**config.mk**
```make
export PLATFORM = sky130hd
export DESIGN_NAME = iuod_walker
export DESIGN_NICKNAME = d
export VERILOG_FILES = /design/src/rtl/core/iuod_pkg.sv /design/src/rtl/core/iuod_walker.sv
export SDC_FILE = /design/constraint.sdc
export NUM_CORES = 1
export LEC_CHECK = 0
export BUFFER_PORTS_ARGS = -buffer_cell sky130_fd_sc_hd__buf_2
export CELL_PAD_IN_SITES_DETAIL_PLACEMENT = 0
export CELL_PAD_IN_SITES_GLOBAL_PLACEMENT = 1
export CORE_MARGIN = 4
export CORE_UTILIZATION = 40
export DETAILED_ROUTE_END_ITERATION = 6
export HOLD_SLACK_MARGIN = 0.02
export PLACE_DENSITY = 0.75
export SYNTH_ARGS = -nofsm -noshare
export SYNTH_HDL_FRONTEND = slang
export SYNTH_SLANG_ARGS = --single-unit
```
**constraint.sdc**
```tcl
create_clock -name clock -period 8.19 [get_ports clock]
set_clock_uncertainty 0.15 [all_clocks]
set_input_delay 0 -clock clock [delete_from_list [all_inputs] [get_ports clock]]
set_output_delay 0 -clock clock [all_outputs]
set_load 0.02 [all_outputs]
```
**src/rtl/core/iuod_pkg.sv**
```systemverilog
// Package of the upscale dither unit: sizes, register map, types and pixel mapping.
package iuod_pkg;

   // Source frame and scaling limits
   localparam int SRC_WIDTH   = 160;
   localparam int SRC_HEIGHT  = 144;
   localparam int MAX_SCALE   = 12;
   localparam int ADDR_BITS   = 24;

   localparam int FRAME_DEPTH = SRC_WIDTH * SRC_HEIGHT;
   localparam int FRAME_AW    = $clog2(FRAME_DEPTH);
   localparam int ROW_W       = $clog2(SRC_HEIGHT);
   localparam int COL_W       = $clog2(SRC_WIDTH);
   localparam int SCL_W       = $clog2(MAX_SCALE + 1);

   // Field widths
   localparam int FIELD_W     = 8;
   localparam int SHADE_W     = 2;
   localparam int PIXEL_W     = 8;
   localparam int ADDR_W      = 24;
   localparam int POS_W       = 12;
   localparam int PITCH_W     = 13;
   localparam int SCALE_REG_W = 4;
   localparam int RECT_Y_W    = 13;
   localparam int RECT_SZ_W   = 11;

   // Canvas coordinate widths, wide enough for dest plus the scaled image
   localparam int CANVAS_X_W  = $clog2((1 << POS_W) + SRC_WIDTH * MAX_SCALE);
   localparam int CANVAS_Y_W  = $clog2((1 << POS_W) + SRC_HEIGHT * MAX_SCALE);

   // Stream packing
   localparam int REQ_TDATA_W = 24;
   localparam int RSP_FIELD_W = PIXEL_W + ADDR_W + POS_W + RECT_Y_W + 2 * RECT_SZ_W;
   localparam int RSP_TDATA_W = ((RSP_FIELD_W + 7) / 8) * 8;
   localparam int RSP_TUSER_W = 2;

   // Configuration port
   localparam int CSR_AW      = 5;
   localparam int CSR_DW      = 32;

   typedef enum logic [CSR_AW-3:0] {
      REG_SCALE        = 3'd0,
      REG_DEST_X       = 3'd1,
      REG_DEST_Y       = 3'd2,
      REG_CANVAS_WIDTH = 3'd3,
      REG_QUALITY_MODE = 3'd4,
      REG_FIRST_ROW    = 3'd5,
      REG_LAST_ROW     = 3'd6
   } reg_index_type;

   typedef enum logic {
      ACT_WRITE  = 1'b0,
      ACT_RENDER = 1'b1
   } action_type;

   typedef struct packed {
      logic [SCALE_REG_W-1:0] scale;
      logic [POS_W-1:0]       dest_x;
      logic [POS_W-1:0]       dest_y;
      logic [PITCH_W-1:0]     canvas_width;
      logic                   quality_mode;
      logic [FIELD_W-1:0]     first_row;
      logic [FIELD_W-1:0]     last_row;
   } cfg_type;

   localparam cfg_type CFG_RESET = '{
      scale:        4'd1,
      dest_x:       12'd0,
      dest_y:       12'd0,
      canvas_width: 13'd1,
      quality_mode: 1'b0,
      first_row:    8'd0,
      last_row:     8'd143
   };

   typedef enum logic [1:0] {
      ST_IDLE,
      ST_FETCH,
      ST_ADDR,
      ST_EMIT
   } state_type;

   // Shade to gray, shade to dither level, 2x2 threshold matrix
   localparam logic [PIXEL_W-1:0] GRAY_OF [4] = '{8'hFF, 8'hAA, 8'h55, 8'h00};
   localparam logic [2:0]         LEVEL_OF [4] = '{3'd0, 3'd1, 3'd3, 3'd4};
   localparam logic [2:0]         THRESH [2][2] = '{'{3'd0, 3'd2}, '{3'd3, 3'd1}};

   localparam logic [PIXEL_W-1:0] PIX_BLACK = 8'h00;
   localparam logic [PIXEL_W-1:0] PIX_WHITE = 8'hFF;

   // Zero acts as one, anything above the limit acts as the limit
   function automatic logic [SCL_W-1:0] eff_scale(input logic [SCALE_REG_W-1:0] raw);
      logic [SCL_W-1:0] res;
      if (raw == '0) begin
         res = SCL_W'(1);
      end else if (int'(raw) > MAX_SCALE) begin
         res = SCL_W'(MAX_SCALE);
      end else begin
         res = SCL_W'(raw);
      end
      return res;
   endfunction

   // Clamp the last row to the frame height
   function automatic logic [ROW_W-1:0] clamp_row(input logic [FIELD_W-1:0] raw);
      logic [ROW_W-1:0] res;
      if (int'(raw) > SRC_HEIGHT - 1) begin
         res = ROW_W'(SRC_HEIGHT - 1);
      end else begin
         res = ROW_W'(raw);
      end
      return res;
   endfunction

   // Gray level in quality mode, Bayer black/white otherwise
   function automatic logic [PIXEL_W-1:0] shade_pixel(
      input logic               qmode,
      input logic [SHADE_W-1:0] shade,
      input logic               ypar,
      input logic               xpar
   );
      logic [PIXEL_W-1:0] res;
      if (qmode) begin
         res = GRAY_OF[shade];
      end else if (THRESH[ypar][xpar] < LEVEL_OF[shade]) begin
         res = PIX_BLACK;
      end else begin
         res = PIX_WHITE;
      end
      return res;
   endfunction

endpackage

```
**src/rtl/core/iuod_walker.sv**
```systemverilog
// Render sequencer: cursor walk, frame store access, address math and replica emission.
module iuod_walker import iuod_pkg::*; (
   input  logic                   clock,
   input  logic                   reset,
   input  cfg_type                cfg,
   // request side
   input  logic                   req_tvalid,
   output logic                   req_tready,
   input  action_type             req_action,
   input  logic [FIELD_W-1:0]     req_write_column,
   input  logic [FIELD_W-1:0]     req_write_row,
   input  logic [SHADE_W-1:0]     req_shade,
   // frame store
   output logic                   ram_wr_en,
   output logic [FRAME_AW-1:0]    ram_wr_addr,
   output logic [SHADE_W-1:0]     ram_wr_data,
   output logic                   ram_rd_en,
   output logic [FRAME_AW-1:0]    ram_rd_addr,
   input  logic [SHADE_W-1:0]     ram_rd_data,
   // response side
   output logic                   rsp_tvalid,
   input  logic                   rsp_tready,
   output logic [RSP_TDATA_W-1:0] rsp_tdata,
   output logic                   rsp_tlast,
   output logic [RSP_TUSER_W-1:0] rsp_tuser
);

   localparam int RMUL_W = ROW_W + SCL_W;
   localparam int CMUL_W = COL_W + SCL_W;
   localparam int CNT_W  = ROW_W + 1;
   localparam int PROD_W = CANVAS_Y_W + PITCH_W;
   localparam int PAD_W  = RSP_TDATA_W - RSP_FIELD_W;

   // Control registers
   state_type              state_ff, state_in;
   logic [ROW_W-1:0]       row_ff, row_in;
   logic [SCL_W-1:0]       sub_ff, sub_in;
   logic [COL_W-1:0]       col_ff, col_in;
   logic [SCL_W-1:0]       k_ff, k_in;
   logic                   out_valid_ff, out_valid_in;

   // Payload registers
   logic                   empty_ff, empty_in;
   logic                   region_end_ff, region_end_in;
   logic [RMUL_W-1:0]      row_mul_ff, row_mul_in;
   logic [CMUL_W-1:0]      col_mul_ff, col_mul_in;
   logic [RMUL_W-1:0]      y0_mul_ff, y0_mul_in;
   logic [RECT_SZ_W-1:0]   rect_w_ff, rect_w_in;
   logic [RECT_SZ_W-1:0]   rect_h_ff, rect_h_in;
   logic [RECT_Y_W-1:0]    rect_y_ff, rect_y_in;
   logic [CANVAS_Y_W-1:0]  y_ff, y_in;
   logic [CANVAS_X_W-1:0]  x0_ff, x0_in;
   logic [ADDR_W-1:0]      base_ff, base_in;
   logic [RSP_TDATA_W-1:0] out_data_ff, out_data_in;
   logic                   out_last_ff, out_last_in;
   logic [RSP_TUSER_W-1:0] out_user_ff, out_user_in;

   // Combinational
   logic                   req_fire;
   logic                   render_fire;
   logic                   emit_fire;
   logic [SCL_W-1:0]       s;
   logic [ROW_W-1:0]       y0;
   logic [ROW_W-1:0]       y1;
   logic                   region_empty;
   logic                   stale;
   logic [ROW_W-1:0]       fix_row;
   logic [SCL_W-1:0]       fix_sub;
   logic [COL_W-1:0]       fix_col;
   logic                   beat_last;
   logic [PIXEL_W-1:0]     beat_pixel;
   logic [ADDR_W-1:0]      beat_addr;
   logic [RECT_Y_W-1:0]    beat_rect_y;
   logic [RECT_SZ_W-1:0]   beat_rect_w;
   logic [RECT_SZ_W-1:0]   beat_rect_h;
   logic [PROD_W:0]        addr_sum;

   // Region bounds from configuration
   assign s            = eff_scale(cfg.scale);
   assign y1           = clamp_row(cfg.last_row);
   assign y0           = ROW_W'(cfg.first_row);
   assign region_empty = FIELD_W'(y1) < cfg.first_row;

   // Restart a cursor that lies outside the region
   assign stale = (row_ff < y0) || (row_ff > y1) || (sub_ff >= s) ||
                  (int'(col_ff) >= SRC_WIDTH);
   assign fix_row = stale ? y0 : row_ff;
   assign fix_sub = stale ? '0 : sub_ff;
   assign fix_col = stale ? '0 : col_ff;

   // Next state
   always_comb begin
      state_in = state_ff;
      case (state_ff)
         ST_IDLE: begin
            if (render_fire) begin
               state_in = region_empty ? ST_EMIT : ST_FETCH;
            end
         end
         ST_FETCH: state_in = ST_ADDR;
         ST_ADDR:  state_in = ST_EMIT;
         ST_EMIT: begin
            if (emit_fire && beat_last) begin
               state_in = ST_IDLE;
            end
         end
         default: state_in = ST_IDLE;
      endcase
   end

   // Handshake and strobe outputs
   always_comb begin
      req_tready  = (state_ff == ST_IDLE);
      req_fire    = req_tvalid && req_tready;
      render_fire = req_fire && (req_action == ACT_RENDER);
      emit_fire   = (state_ff == ST_EMIT) && (!out_valid_ff || rsp_tready);
      ram_rd_en   = render_fire;
      ram_wr_en   = req_fire && (req_action == ACT_WRITE) &&
                    (int'(req_write_column) < SRC_WIDTH) &&
                    (int'(req_write_row) < SRC_HEIGHT);
   end

   // Frame store addressing; a write and the read of a later step never share a cycle
   assign ram_wr_addr = FRAME_AW'(req_write_row) * FRAME_AW'(SRC_WIDTH) +
                        FRAME_AW'(req_write_column);
   assign ram_wr_data = req_shade;
   assign ram_rd_addr = FRAME_AW'(fix_row) * FRAME_AW'(SRC_WIDTH) + FRAME_AW'(fix_col);

   // Step setup at accept: products against the scale and rectangle sizes
   always_comb begin
      empty_in      = empty_ff;
      region_end_in = region_end_ff;
      row_mul_in    = row_mul_ff;
      col_mul_in    = col_mul_ff;
      y0_mul_in     = y0_mul_ff;
      rect_w_in     = rect_w_ff;
      rect_h_in     = rect_h_ff;
      if (render_fire) begin
         empty_in      = region_empty;
         region_end_in = (fix_row == y1) && (fix_sub == s - SCL_W'(1)) &&
                         (fix_col == COL_W'(SRC_WIDTH - 1));
         row_mul_in    = RMUL_W'(fix_row) * RMUL_W'(s);
         col_mul_in    = CMUL_W'(fix_col) * CMUL_W'(s);
         y0_mul_in     = RMUL_W'(y0) * RMUL_W'(s);
         rect_w_in     = RECT_SZ_W'(s) * RECT_SZ_W'(SRC_WIDTH);
         rect_h_in     = RECT_SZ_W'(CNT_W'(y1) - CNT_W'(y0) + CNT_W'(1)) * RECT_SZ_W'(s);
      end
   end

   // Canvas position of the run and top of the rectangle
   always_comb begin
      y_in      = y_ff;
      x0_in     = x0_ff;
      rect_y_in = rect_y_ff;
      if (state_ff == ST_FETCH) begin
         y_in      = CANVAS_Y_W'(cfg.dest_y) + CANVAS_Y_W'(row_mul_ff) + CANVAS_Y_W'(fix_sub);
         x0_in     = CANVAS_X_W'(cfg.dest_x) + CANVAS_X_W'(col_mul_ff);
         rect_y_in = RECT_Y_W'(cfg.dest_y) + RECT_Y_W'(y0_mul_ff);
      end
   end

   // Canvas byte offset of the first replica
   assign addr_sum = (PROD_W + 1)'(PROD_W'(y_ff) * PROD_W'(cfg.canvas_width)) +
                     (PROD_W + 1)'(x0_ff);
   always_comb begin
      base_in = base_ff;
      if (state_ff == ST_ADDR) begin
         base_in = ADDR_W'(addr_sum[ADDR_BITS-1:0]);
      end
   end

   // Build the current replica
   always_comb begin
      beat_last   = empty_ff || (k_ff == s - SCL_W'(1));
      beat_pixel  = empty_ff ? '0 :
                    shade_pixel(cfg.quality_mode, ram_rd_data, y_ff[0], x0_ff[0] ^ k_ff[0]);
      beat_addr   = empty_ff ? '0 : base_ff + ADDR_W'(k_ff);
      beat_rect_y = empty_ff ? RECT_Y_W'(cfg.dest_y) : rect_y_ff;
      beat_rect_w = empty_ff ? '0 : rect_w_ff;
      beat_rect_h = empty_ff ? '0 : rect_h_ff;
   end

   // Output register: load on emit, drop when taken
   always_comb begin
      out_valid_in = out_valid_ff;
      out_data_in  = out_data_ff;
      out_last_in  = out_last_ff;
      out_user_in  = out_user_ff;
      if (emit_fire) begin
         out_valid_in = 1'b1;
         out_data_in  = {{PAD_W{1'b0}}, beat_rect_h, beat_rect_w, beat_rect_y,
                         cfg.dest_x, beat_addr, beat_pixel};
         out_last_in  = beat_last;
         out_user_in  = {empty_ff || (beat_last && region_end_ff), !empty_ff};
      end else if (rsp_tready) begin
         out_valid_in = 1'b0;
      end
   end

   // Cursor: take the restarted position, advance after the last replica
   always_comb begin
      row_in = row_ff;
      sub_in = sub_ff;
      col_in = col_ff;
      k_in   = k_ff;
      if (render_fire) begin
         k_in = '0;
         if (!region_empty) begin
            row_in = fix_row;
            sub_in = fix_sub;
            col_in = fix_col;
         end
      end else if (emit_fire) begin
         k_in = k_ff + SCL_W'(1);
         if (beat_last && !empty_ff) begin
            if (col_ff == COL_W'(SRC_WIDTH - 1)) begin
               col_in = '0;
               if (sub_ff == s - SCL_W'(1)) begin
                  sub_in = '0;
                  row_in = (row_ff == y1) ? y0 : row_ff + ROW_W'(1);
               end else begin
                  sub_in = sub_ff + SCL_W'(1);
               end
            end else begin
               col_in = col_ff + COL_W'(1);
            end
         end
      end
   end

   always_ff @(posedge clock) begin
      if (reset) begin
         state_ff     <= ST_IDLE;
         row_ff       <= '0;
         sub_ff       <= '0;
         col_ff       <= '0;
         k_ff         <= '0;
         out_valid_ff <= 1'b0;
      end else begin
         state_ff     <= state_in;
         row_ff       <= row_in;
         sub_ff       <= sub_in;
         col_ff       <= col_in;
         k_ff         <= k_in;
         out_valid_ff <= out_valid_in;
      end
   end

   always_ff @(posedge clock) begin
      empty_ff      <= empty_in;
      region_end_ff <= region_end_in;
      row_mul_ff    <= row_mul_in;
      col_mul_ff    <= col_mul_in;
      y0_mul_ff     <= y0_mul_in;
      rect_w_ff     <= rect_w_in;
      rect_h_ff     <= rect_h_in;
      rect_y_ff     <= rect_y_in;
      y_ff          <= y_in;
      x0_ff         <= x0_in;
      base_ff       <= base_in;
      out_data_ff   <= out_data_in;
      out_last_ff   <= out_last_in;
      out_user_ff   <= out_user_in;
   end

   assign rsp_tvalid = out_valid_ff;
   assign rsp_tdata  = out_data_ff;
   assign rsp_tlast  = out_last_ff;
   assign rsp_tuser  = out_user_ff;

endmodule

```
Word-level counts from Yosys, hierarchy flattened. Index checks and enable logic that the tools add are counted.

Register bits: 222. Input bits: 83.

Add/subtract/negate cells: 15. Multiply operators: 8. Magnitude comparators: 13. Equality and inequality tests: 13. Multiplexer cells: 45. Bitwise logic cells: 5. Reductions and logical operators: 31.

Operators by type and width (count): $mux W8 (19); $add A12 B12 Y13 (3); $mul A8 B4 Y12 (3); $mux W4 (9); $add A15 B8 Y15 (2); $add A24 B13 Y24 (1); $add A24 B4 Y24 (1); $mul A13 B13 Y24 (1); $mul A8 B3 Y10 const B (2); $add A8 B1 Y8 const B (2); $bmux W8 S2 (1); $eq A8 B8 Y1 (2); $eq A8 B8 Y1 const B (2); $lt A8 B8 Y1 (2); $lt A8 B8 Y1 const B (2); $mux W3 (5); $add A13 B4 Y13 (1); $eq A4 B4 Y1 (3); $mux W12 (1); $mux W6 (2); $logic_and A1 B1 Y1 (11); $mul A11 B4 Y11 (1); $add A9 B2 Y10 const B (1); $reduce_bool A2 Y1 (5); 34 further kinds (48).

Longest topological paths before layout. Gate-level depths: netlist of the first run.

Depth after elaboration: 10. Depth in mapped cells: 28.

Worst setup path after synthesis of the first run. No wires, ideal clock.

Path kind: reg2reg. Start point: register y_ff[4]. End point: register base_ff[22] (data pin). Setup time: 0.263 ns. Arrival: 5.720 ns. Required time: 7.777 ns. Path slack: 2.057 ns. Stages on the path, launching flop included: 22. Buffers on the path: 1. Clock period less this slack: 6.133 ns. Cells stage by stage: edfxtp_1 > clkbuf_1 > nand2_1 > fa_1 > inv_1 > fa_1 > inv_1 > fa_1 > inv_1 > ha_1 > inv_1 > fa_1 > inv_1 > fa_1 > ha_1 > a211o_1 > o311a_1 > a221o_1 > o21a_1 > a41o_1 > o41ai_2 > xnor2_1.

Word-level cells in the longest chain between the ends: 2.

Ends and longest elaborated chain: start, declared (line iuod_walker.sv:51) `logic [CANVAS_Y_W-1:0] y_ff, y_in;`; start signal, assigned (line iuod_walker.sv:258) `y_ff <= y_in;`; $mul A13 B13 Y24 (line iuod_walker.sv:163) `assign addr_sum = (PROD_W + 1)'(PROD_W'(y_ff) * PROD_W'(cfg.canvas_width)) +`; $add A24 B13 Y24 (line iuod_walker.sv:163); via addr_sum[22] (line iuod_walker.sv:76) `logic [PROD_W:0] addr_sum;`; end signal, assigned (line iuod_walker.sv:260) `base_ff <= base_in;`; end, declared (line iuod_walker.sv:53) `logic [ADDR_W-1:0] base_ff, base_in;`.

The timed path passes the listed nets, and every way through them passes these cells. A chain may end at the register's enable or synchronous reset.

Worst setup path after layout of the first run.
Start point: register y_ff[0]. End point: register base_ff[23] (data pin).

The elaborated chain is that of the path after synthesis.

==> flow_metrics.env, run 1 <==
export IMPL_synth_area_mm2=0.02201
export IMPL_synth_edf_count=189
export IMPL_timing_critical_path_buf_inv=3
export IMPL_tightest_slew_ps=1098
export IMPL_crit_top_cell="fa_1"
export IMPL_area_delta_synth_final_pct=13.75
export IMPL_postRouteWirelength_um=54770
export IMPL_core_area_mm2=0.05413
export IMPL_clock_fmax_mhz=151.9
export IMPL_layout_worst_path_cycle_share=0.8038
export IMPL_nNetsFinal=3003
export IMPL_wl_per_cell_um=17.19
export IMPL_via_count=16310
export IMPL_place_hpwl_um=43040
export IMPL_grt_max_degree=77
export IMPL_cp_required_ps=8340
export IMPL_root_buffer="clkbuf_16"
export IMPL_drc=0
export IMPL_drive_gt1_frac=0.1117
export IMPL_avgSynthCellArea_um2=9.732
export IMPL_syn_inst=2262
export IMPL_yosys_top_cells_area="edfxtp_1 (26%), fa_1 (18%), ha_1 (15%)"
export IMPL_synthArstFlopShare=0
export IMPL_hold_violations=0
export IMPL_setup_tns_ps=0
export IMPL_cts_resized=0
export IMPL_hp_class="in -> reg"
export IMPL_yosysUniqueCellTypes=86
export IMPL_first_pass_iters=5
export IMPL_finalMaxSlewViolations=0
export IMPL_max_stage_delay_ps=640
export IMPL_grt_pass1_vias=17100
export IMPL_antenna_found_initial=2
export IMPL_cts_made_buffers=28
export IMPL_grt_pass1_wl_um=89420
export IMPL_synth_top_area_frac=0.2578
export IMPL_ant_nets=0
export IMPL_critical_path_class="reg -> reg"
export IMPL_setup_viol=0
export IMPL_crit_arrival_ps=6740
export IMPL_ys_seq_area_frac=0.2824
export IMPL_max_cap_viol_count=0
export IMPL_numPortBuffers=181
export IMPL_gp_congestion=0.9057
export IMPL_crit_chain="nand2_1 -> fa_1 -> fa_1 -> inv_1 -> fa_1 -> inv_1 -> fa_1 -> inv_1 -> fa_1 -> fa_1 -> ha_1 -> a21oi_1 -> nand3_1 -> a211oi_1 -> nor2_1 -> a2111oi_0 -> o21bai_1 -> a21oi_1 -> xnor2_1"
export IMPL_critPathTopFamily="adder cells"
export IMPL_clock_path_buffers=3
export IMPL_clkSlewWorstSetupHoldPaths_ps=60
export IMPL_ys_seq_elements=216
export IMPL_critPathCaptureType="flop"
export IMPL_grt_use_total=0.1855
export IMPL_synthTopCellsByCount="inv_1 (325), ha_1 (260), nand2_1 (225)"
export IMPL_die_height_um=242.6
export IMPL_first_iter_violations=938
export IMPL_vias_per_cell=5.120
export IMPL_timing_slew_headroom=0.2678
export IMPL_synthFlopType="edfxtp_1"
export IMPL_status="finished, final reports clean"
export IMPL_die_x_um=242.6
export IMPL_yosysWarnings=0
export IMPL_period_needed_ps=6583
export IMPL_rows=85
export IMPL_worst_path_max_fanout=15
export IMPL_cts_sink_count=216
export IMPL_synth_most_common_cell="inv_1"
export IMPL_num_io_pins=202
export IMPL_start_util=0.4067
export IMPL_clock_latency_ps=580
export IMPL_cts_tree="built"
export IMPL_htree_levels=1
export IMPL_startpoint_type="flop"
export IMPL_gr_total_overflow=0
export IMPL_crit_slowest_cell="edfxtp_1"
export IMPL_rsz0062_at_grt="no"
export IMPL_fp_dieArea_mm2=0.05885
export IMPL_yosysTopAreaCell="edfxtp_1"
[cell type report]
cell class	count	area, µm²
diodes	2	5.005
clock buffers	31	711.9
clock inverters	21	180.2
fillers	5116	29090
inverters	327	1227
multi-input cells	1635	14180
flip-flops and latches	216	6216
well taps	696	870.8
repair buffers	258	1652
[cell families after synthesis]
logic type                 share of synthesized area
AOI/OAI and AO/OA                            0.09197
muxes                                       0.007957
xor gates and xnor gates                     0.06116
DFF                                           0.2824
and+or+nand+nor                               0.1573
buffers and inverters                        0.07491
adders and majority gates                     0.3242
other                                      0.0001703
[layout by cell type (no fill, tap or decap), types with 9 or more instances in the layout]
master         netlist  final
a211oi_1            22     22
a21boi_0            11     11
a21o_1              26     26
a21oi_1            100    100
and2_1             105    105
and3_1              19     19
buf_2                7    181
buf_4               21     10
clkbuf_16            0     28
clkinv_1             1      9
dfxtp_1             27     27
dlygate4sd3_1        0     67
edfxtp_1           189    189
fa_1               194    194
ha_1               260    259
inv_1              325    324
mux2_2              12     12
nand2_1            225    225
nand2b_1            17     17
nand3_1             40     40
nor2_1             138    138
nor2b_1             48     47
nor3_1              40     40
o21a_1              13     13
o21ai_0             56     56
o21bai_1            18     18
or3_1               15     15
xnor2_1            105    105
xor2_1              46     46
[metal layers]
layer | track usage | vias up | share of wire
li1 | - | 7916 | -
met1 | 0.2405 | 7988 | 0.44
met2 | 0.3193 | 338 | 0.48
met3 | 0.03487 | 70 | 0.056
met4 | 0.05059 | 0 | 0.024
met5 | 0 | - | 0
[tightest hold or removal path: cells and delay by family]
kind,cells,cell delay (ps)
AO/OA/AOI/OAI,3,310
buffers and inverters,2,440
[metrics by stage]
stage	hold WS, ps	cells	util	worst slack [ps]	cell area (µm²)
floorplan	-51.13	2267	-	2057	22030
global placement	-149.9	3065	0.4336	1732	23470
detailed placement	-149.9	3065	0.4336	1412	23470
CTS	36.52	3184	0.4625	1569	25040
global route	75.01	3184	0.4625	1252	25040
finish	82.79	3186	0.4626	1607	25040
[path summary, 6_finish.rpt]
kind	start	end	slack (ps)	cells after the start
hold / removal	cfg[9]	row_ff[1]	80	5
setup reg to reg	y_ff[0]	base_ff[23]	1610	19
hold reg to reg	rect_h_ff[7]	rsp_tdata[75]	380	1
setup / recovery	y_ff[0]	base_ff[23]	1610	19
[registers in the layout, indices dropped and copies added (netlist names)]
signal	flops
base_ff	24
col_ff	8
col_mul_ff	12
empty_ff	1
k_ff	4
rect_h_ff	11
rect_w_ff	6
rect_y_ff	13
region_end_ff	1
row_ff	8
row_mul_ff	12
rsp_tdata	68
rsp_tlast	1
rsp_tuser	2
rsp_tvalid	1
state_ff	2
sub_ff	4
x0_ff	13
y0_mul_ff	12
y_ff	13
[what timing repair did]
item | 4_1_cts | 5_1_grt
endpoints found under the hold margin | 103 | 0
setup buffers | 0 | 0
hold buffers | 67 | 0
Power of run 1 is not shown: default switching activity piles up to over one toggle a cycle in this logic, so the estimate is an artifact.
==> inputs of run 2 (changes only) <==
--- a/config.mk
+++ b/config.mk
@@ -12,7 +12,7 @@
 export CORE_UTILIZATION = 40
 export DETAILED_ROUTE_END_ITERATION = 6
 export HOLD_SLACK_MARGIN = 0.02
-export PLACE_DENSITY = 0.75
+export PLACE_DENSITY = 0.78
 export SYNTH_ARGS = -nofsm -noshare
 export SYNTH_HDL_FRONTEND = slang
 export SYNTH_SLANG_ARGS = --single-unit
==> constraint.sdc (replaced) <==
create_clock -name clock -period 5.95 [get_ports clock]
set_clock_uncertainty 0.15 [all_clocks]
set_input_delay 0 -clock clock [delete_from_list [all_inputs] [get_ports clock]]
set_output_delay 0 -clock clock [all_outputs]
set_load 0.02 [all_outputs]
==> flow_metrics.env, run 2 (synthesis gave the netlist of run 1 again) <==
export IMPL_status="finished, final reports clean"
export IMPL_drive_gt1_frac=0.1696
export IMPL_clock_path_buffers=3
export IMPL_numPortBuffers=181
export IMPL_hp_start="cfg[47]"
export IMPL_die_x_um=242.6
export IMPL_cts_made_buffers=27
export IMPL_max_stage_delay_ps=590
export IMPL_crit_arrival_ps=6020
export IMPL_dr_wl_met2_um=27240
export IMPL_reg2reg_depth=17
export IMPL_layout_worst_path_cycle_share=0.9853
export IMPL_crit_chain="nand2_1 -> fa_1 -> inv_2 -> fa_1 -> inv_2 -> fa_1 -> inv_1 -> fa_1 -> fa_2 -> fa_2 -> ha_4 -> a21o_1 -> a221o_1 -> o21a_1 -> a41o_1 -> o41ai_2 -> xnor2_1"
export IMPL_nNetsFinal=3099
export IMPL_setup_tns_ps=0
export IMPL_crit_top_cell="fa_1"
export IMPL_top_layer="met5"
export IMPL_start_util=0.4067
export IMPL_clock_latency_ps=570
export IMPL_ant_nets=0
export IMPL_grt_max_degree=76
export IMPL_cts_tree="built"
export IMPL_tightest_slew_ps=1091
export IMPL_num_io_pins=202
export IMPL_crit_slowest_cell="fa_2"
export IMPL_wl_per_cell_um=16.73
export IMPL_rows=85
export IMPL_max_cap_viol_count=0
export IMPL_area_delta_synth_final_pct=18.47
export IMPL_fp_dieArea_mm2=0.05885
export IMPL_timing_slew_headroom=0.2727
export IMPL_clkSlewWorstSetupHoldPaths_ps=70
export IMPL_period_needed_ps=5863
export IMPL_antenna_found_initial=3
export IMPL_root_buffer="clkbuf_16"
export IMPL_die_height_um=242.6
export IMPL_grt_pass1_wl_um=89720
export IMPL_fillers=5030
export IMPL_gp_congestion=0.8851
export IMPL_clock_fmax_mhz=170.6
export IMPL_reg2reg_from="y_ff[8]"
export IMPL_critical_path_class="reg -> reg"
export IMPL_grt_pass1_vias=17310
export IMPL_rsz0062_at_grt="yes"
export IMPL_largest_reg_flops=68
export IMPL_startpoint_type="flop"
export IMPL_first_iter_violations=872
export IMPL_drc=0
export IMPL_met3_length_um=2553
export IMPL_critPathTopFamily="adder cells"
export IMPL_multi_input_area_mm2=0.01444
export IMPL_critPathCaptureType="flop"
export IMPL_htree_levels=1
export IMPL_worst_path_max_fanout=8
export IMPL_core_area_mm2=0.05413
export IMPL_timing_critical_path_buf_inv=3
export IMPL_first_pass_iters=5
export IMPL_grt_use_total=0.1857
export IMPL_final_cell_count_no_fill=3279
export IMPL_vias_per_cell=5.048
export IMPL_via_count=16550
export IMPL_place_hpwl_um=43760
export IMPL_finalMaxSlewViolations=0
export IMPL_final_common_cell="inv_1"
export IMPL_postRouteWirelength_um=54850
export IMPL_seqCellArea_mm2=0.006216
export IMPL_hold_violations=0
export IMPL_hp_class="in -> reg"
export IMPL_m1WireLength_um=23890
export IMPL_r2r_slack_ps=90
export IMPL_whs_path_depth=2
export IMPL_setup_viol=0
export IMPL_final_cell_mix="inv_1 (318), ha_1 (249), nand2_1 (216)"
export IMPL_dp_cells=3151
export IMPL_timing_rr_end="base_ff[22]"
export IMPL_cts_sink_count=216
export IMPL_gr_total_overflow=0
export IMPL_cp_required_ps=6100
export IMPL_worstHoldEndpoint="rsp_tdata[37]"
[run 2: area by class of cell]
cell class / instances / share of cell area
inverter: 327 / 0.04721
multi-input combinational: 1635 / 0.5536
timing repair buffer: 355 / 0.09183
antenna: 1 / 0.00009596
tap: 696 / 0.03339
sequential: 216 / 0.2384
clock inverter: 20 / 0.009356
clock buffer: 29 / 0.02620
[run 2: how the worst max path moves through the flow]
stage                              to  slack (ps)  cells past startpoint    start
final                     base_ff[22]          90                     17  y_ff[8]
after global routing      base_ff[19]         -90                     21  y_ff[8]
after CTS                 base_ff[22]          -1                     19  y_ff[6]
after detailed placement  base_ff[22]        -160                     20  y_ff[4]
after global placement    base_ff[22]        -150                     20  y_ff[4]
after floorplan           base_ff[22]         -50                     21  y_ff[4]
[run 2: metal layers]
| metal | vias up | track usage |
|---|---|---|
| met2 | 342 | 0.3308 |
| met1 | 8031 | 0.2400 |
| met4 | 6 | 0.04481 |
| li1 | 8100 | - |
| met5 | - | 0 |
| met3 | 72 | 0.02549 |
[run 2: timing repair]
action | in CTS | in global routing
pin swaps | 46 | 20
gates resized for setup | 35 | 40
hold endpoints to repair | 101 | 0
cloned | 0 | 0
hold buffers | 60 | 0
buffers inserted | 15 | 3
setup endpoints to repair | 4 | 14
[run 2: through the flow]
step | hold slack (ps) | instance area (µm²) | util | setup slack [ps]
after floorplan | -51.13 | 22040 | - | -52.06
after global placement | -149.9 | 24120 | 0.4455 | -146.8
after detailed placement | -149.9 | 24120 | 0.4455 | -158.9
after CTS | 21.39 | 25890 | 0.4783 | -1.379
after global routing | 31.38 | 26080 | 0.4817 | -94.35
final | 56.68 | 26080 | 0.4818 | 87.28
Power of run 2 is left out for the same reason.
==> inputs of run 3 (changes only) <==
--- a/config.mk
+++ b/config.mk
@@ -5,14 +5,14 @@
 export SDC_FILE = /design/constraint.sdc
 export NUM_CORES = 1
 export LEC_CHECK = 0
-export BUFFER_PORTS_ARGS = -buffer_cell sky130_fd_sc_hd__buf_2
 export CELL_PAD_IN_SITES_DETAIL_PLACEMENT = 0
 export CELL_PAD_IN_SITES_GLOBAL_PLACEMENT = 1
 export CORE_MARGIN = 4
 export CORE_UTILIZATION = 40
 export DETAILED_ROUTE_END_ITERATION = 6
+export DONT_BUFFER_PORTS = 1
 export HOLD_SLACK_MARGIN = 0.02
-export PLACE_DENSITY = 0.78
+export PLACE_DENSITY = 0.74
 export SYNTH_ARGS = -nofsm -noshare
 export SYNTH_HDL_FRONTEND = slang
 export SYNTH_SLANG_ARGS = --single-unit
==> flow_metrics.env, run 3 (synthesis gave the netlist of run 1 again) <==
export IMPL_core_area_mm2=0.05413
export IMPL_hold_violations=0
export IMPL_largest_reg_flops=68
export IMPL_tightest_slew_ps=1044
export IMPL_final_common_cell="inv_1"
export IMPL_htree_levels=1
export IMPL_postRouteWirelength_um=56470
export IMPL_clock_path_buffers=3
export IMPL_status="finished, final reports clean"
export IMPL_cts_tree="built"
export IMPL_drive_gt1_frac=0.1004
export IMPL_max_stage_delay_ps=560
export IMPL_finalMaxSlewViolations=0
export IMPL_cts_sink_count=216
export IMPL_first_iter_violations=724
export IMPL_period_needed_ps=5900
export IMPL_clock_latency_ps=570
export IMPL_startpoint_type="flop"
export IMPL_numPortBuffers=0
export IMPL_rows=85
export IMPL_drc=0
export IMPL_crit_chain="nand2_2 -> fa_1 -> inv_2 -> fa_1 -> inv_1 -> fa_1 -> inv_1 -> ha_4 -> inv_2 -> fa_1 -> inv_1 -> fa_1 -> ha_4 -> a211o_1 -> o311a_1 -> a221o_1 -> o21a_1 -> a41o_1 -> o41ai_2 -> xnor2_1"
export IMPL_rsz0062_at_grt="yes"
export IMPL_die_height_um=242.6
export IMPL_ant_nets=0
export IMPL_setup_viol=0
export IMPL_gp_congestion=0.8925
export IMPL_fp_dieArea_mm2=0.05885
export IMPL_num_io_pins=202
export IMPL_clkSlewWorstSetupHoldPaths_ps=70
export IMPL_final_cell_mix="inv_1 (317), ha_1 (250), nand2_1 (218)"
export IMPL_grt_use_total=0.1893
export IMPL_crit_top_cell="fa_1"
export IMPL_clock_fmax_mhz=169.5
export IMPL_root_buffer="clkbuf_16"
export IMPL_fillers=5061
export IMPL_cp_required_ps=6100
export IMPL_grt_pass1_wl_um=90490
export IMPL_via_count=16140
export IMPL_antenna_found_initial=6
export IMPL_hold_ws_ps=50.65
export IMPL_worst_path_max_fanout=2
export IMPL_cts_made_buffers=27
export IMPL_r2r_slack_ps=50
export IMPL_grt_pass1_vias=16930
export IMPL_vias_per_cell=5.193
export IMPL_critical_path_class="reg -> reg"
export IMPL_seqCellArea_mm2=0.006216
export IMPL_multi_input_area_mm2=0.01442
export IMPL_first_pass_iters=5
export IMPL_die_x_um=242.6
export IMPL_area_delta_synth_final_pct=14.25
export IMPL_layout_worst_path_cycle_share=0.9916
export IMPL_max_cap_viol_count=0
export IMPL_nNetsFinal=2926
export IMPL_wl_per_cell_um=18.17
export IMPL_gr_total_overflow=0
export IMPL_hp_class="in -> out"
export IMPL_crit_slowest_cell="fa_1"
export IMPL_place_hpwl_um=43250
export IMPL_start_util=0.4067
export IMPL_grt_max_degree=59
export IMPL_crit_arrival_ps=6050
export IMPL_timing_slew_headroom=0.3042
export IMPL_critPathCaptureType="flop"
run 3: cell count changes in the layout (fill, tap and decap cells not counted), moves of 3 or more:
cell           before  now
clkbuf_8            0    3
o21ai_1             9    6
clkinv_2            2    5
clkinvlp_4          4    1
buf_2             182    2
clkbuf_1            2   10
o21ai_0            48   51
bufinv_16           4    0
clkinv_4            6    1
dlygate4sd3_1      60   74
buf_4             106   95
run 3: cell type report:
class,instances,area share
inverter,327,0.04885
clock inverter,10,0.002438
tap,696,0.03463
clock buffer,40,0.03000
timing repair buffer,182,0.06358
multi-input combinational,1635,0.5732
antenna,2,0.0001990
sequential,216,0.2472
run 3: timing repair:
item	CTS	global route
setup buffers	11	15
gates resized for setup	19	57
endpoints found under the setup margin	3	22
pin swaps	26	43
gates cloned	0	2
hold buffers	77	0
hold endpoints to repair	127	0
run 3: per-stage QoR:
step | TNS [ps] | setup slack, ps | cells | utilization | instance area, µm²
final | 0 | 49.90 | 3108 | 0.4646 | 25150
after CTS | -9.346 | -9.346 | 3089 | 0.4584 | 24820
after global placement | -185.4 | -144.7 | 2951 | 0.4262 | 23070
after detailed placement | -329.4 | -181.0 | 2951 | 0.4262 | 23070
after global routing | -295.1 | -94.16 | 3108 | 0.4646 | 25150
after floorplan | -52.06 | -52.06 | 2267 | - | 22040
run 3: critical path, delay by kind of cell (launching register included):
kind                     cells  cell delay (ps)
flip-flops                   1              370
buffers and inverters        5              240
adder cells (fa/ha/maj)      7             3010
AO/OA/AOI/OAI                6             1680
XOR/XNOR                     1              110
AND/OR/NAND/NOR              1               80
run 3: path summary, 6_finish.rpt:
check | start | end | cells past startpoint
setup / recovery | y_ff[4] | base_ff[22] | 20
setup reg to reg | y_ff[4] | base_ff[22] | 20
hold / removal | req_tvalid | ram_wr_en | 2
hold reg to reg | col_ff[0] | col_ff[0] | 2
run 3: routing by layer:
metal	GRT usage	wire, µm	up-vias
met5	0	27	-
met4	0.04923	1328	4
met1	0.2378	23940	7935
met2	0.3352	28010	355
li1	-	-	7763
met3	0.03686	3161	83
Power of run 3 is left out for the same reason.
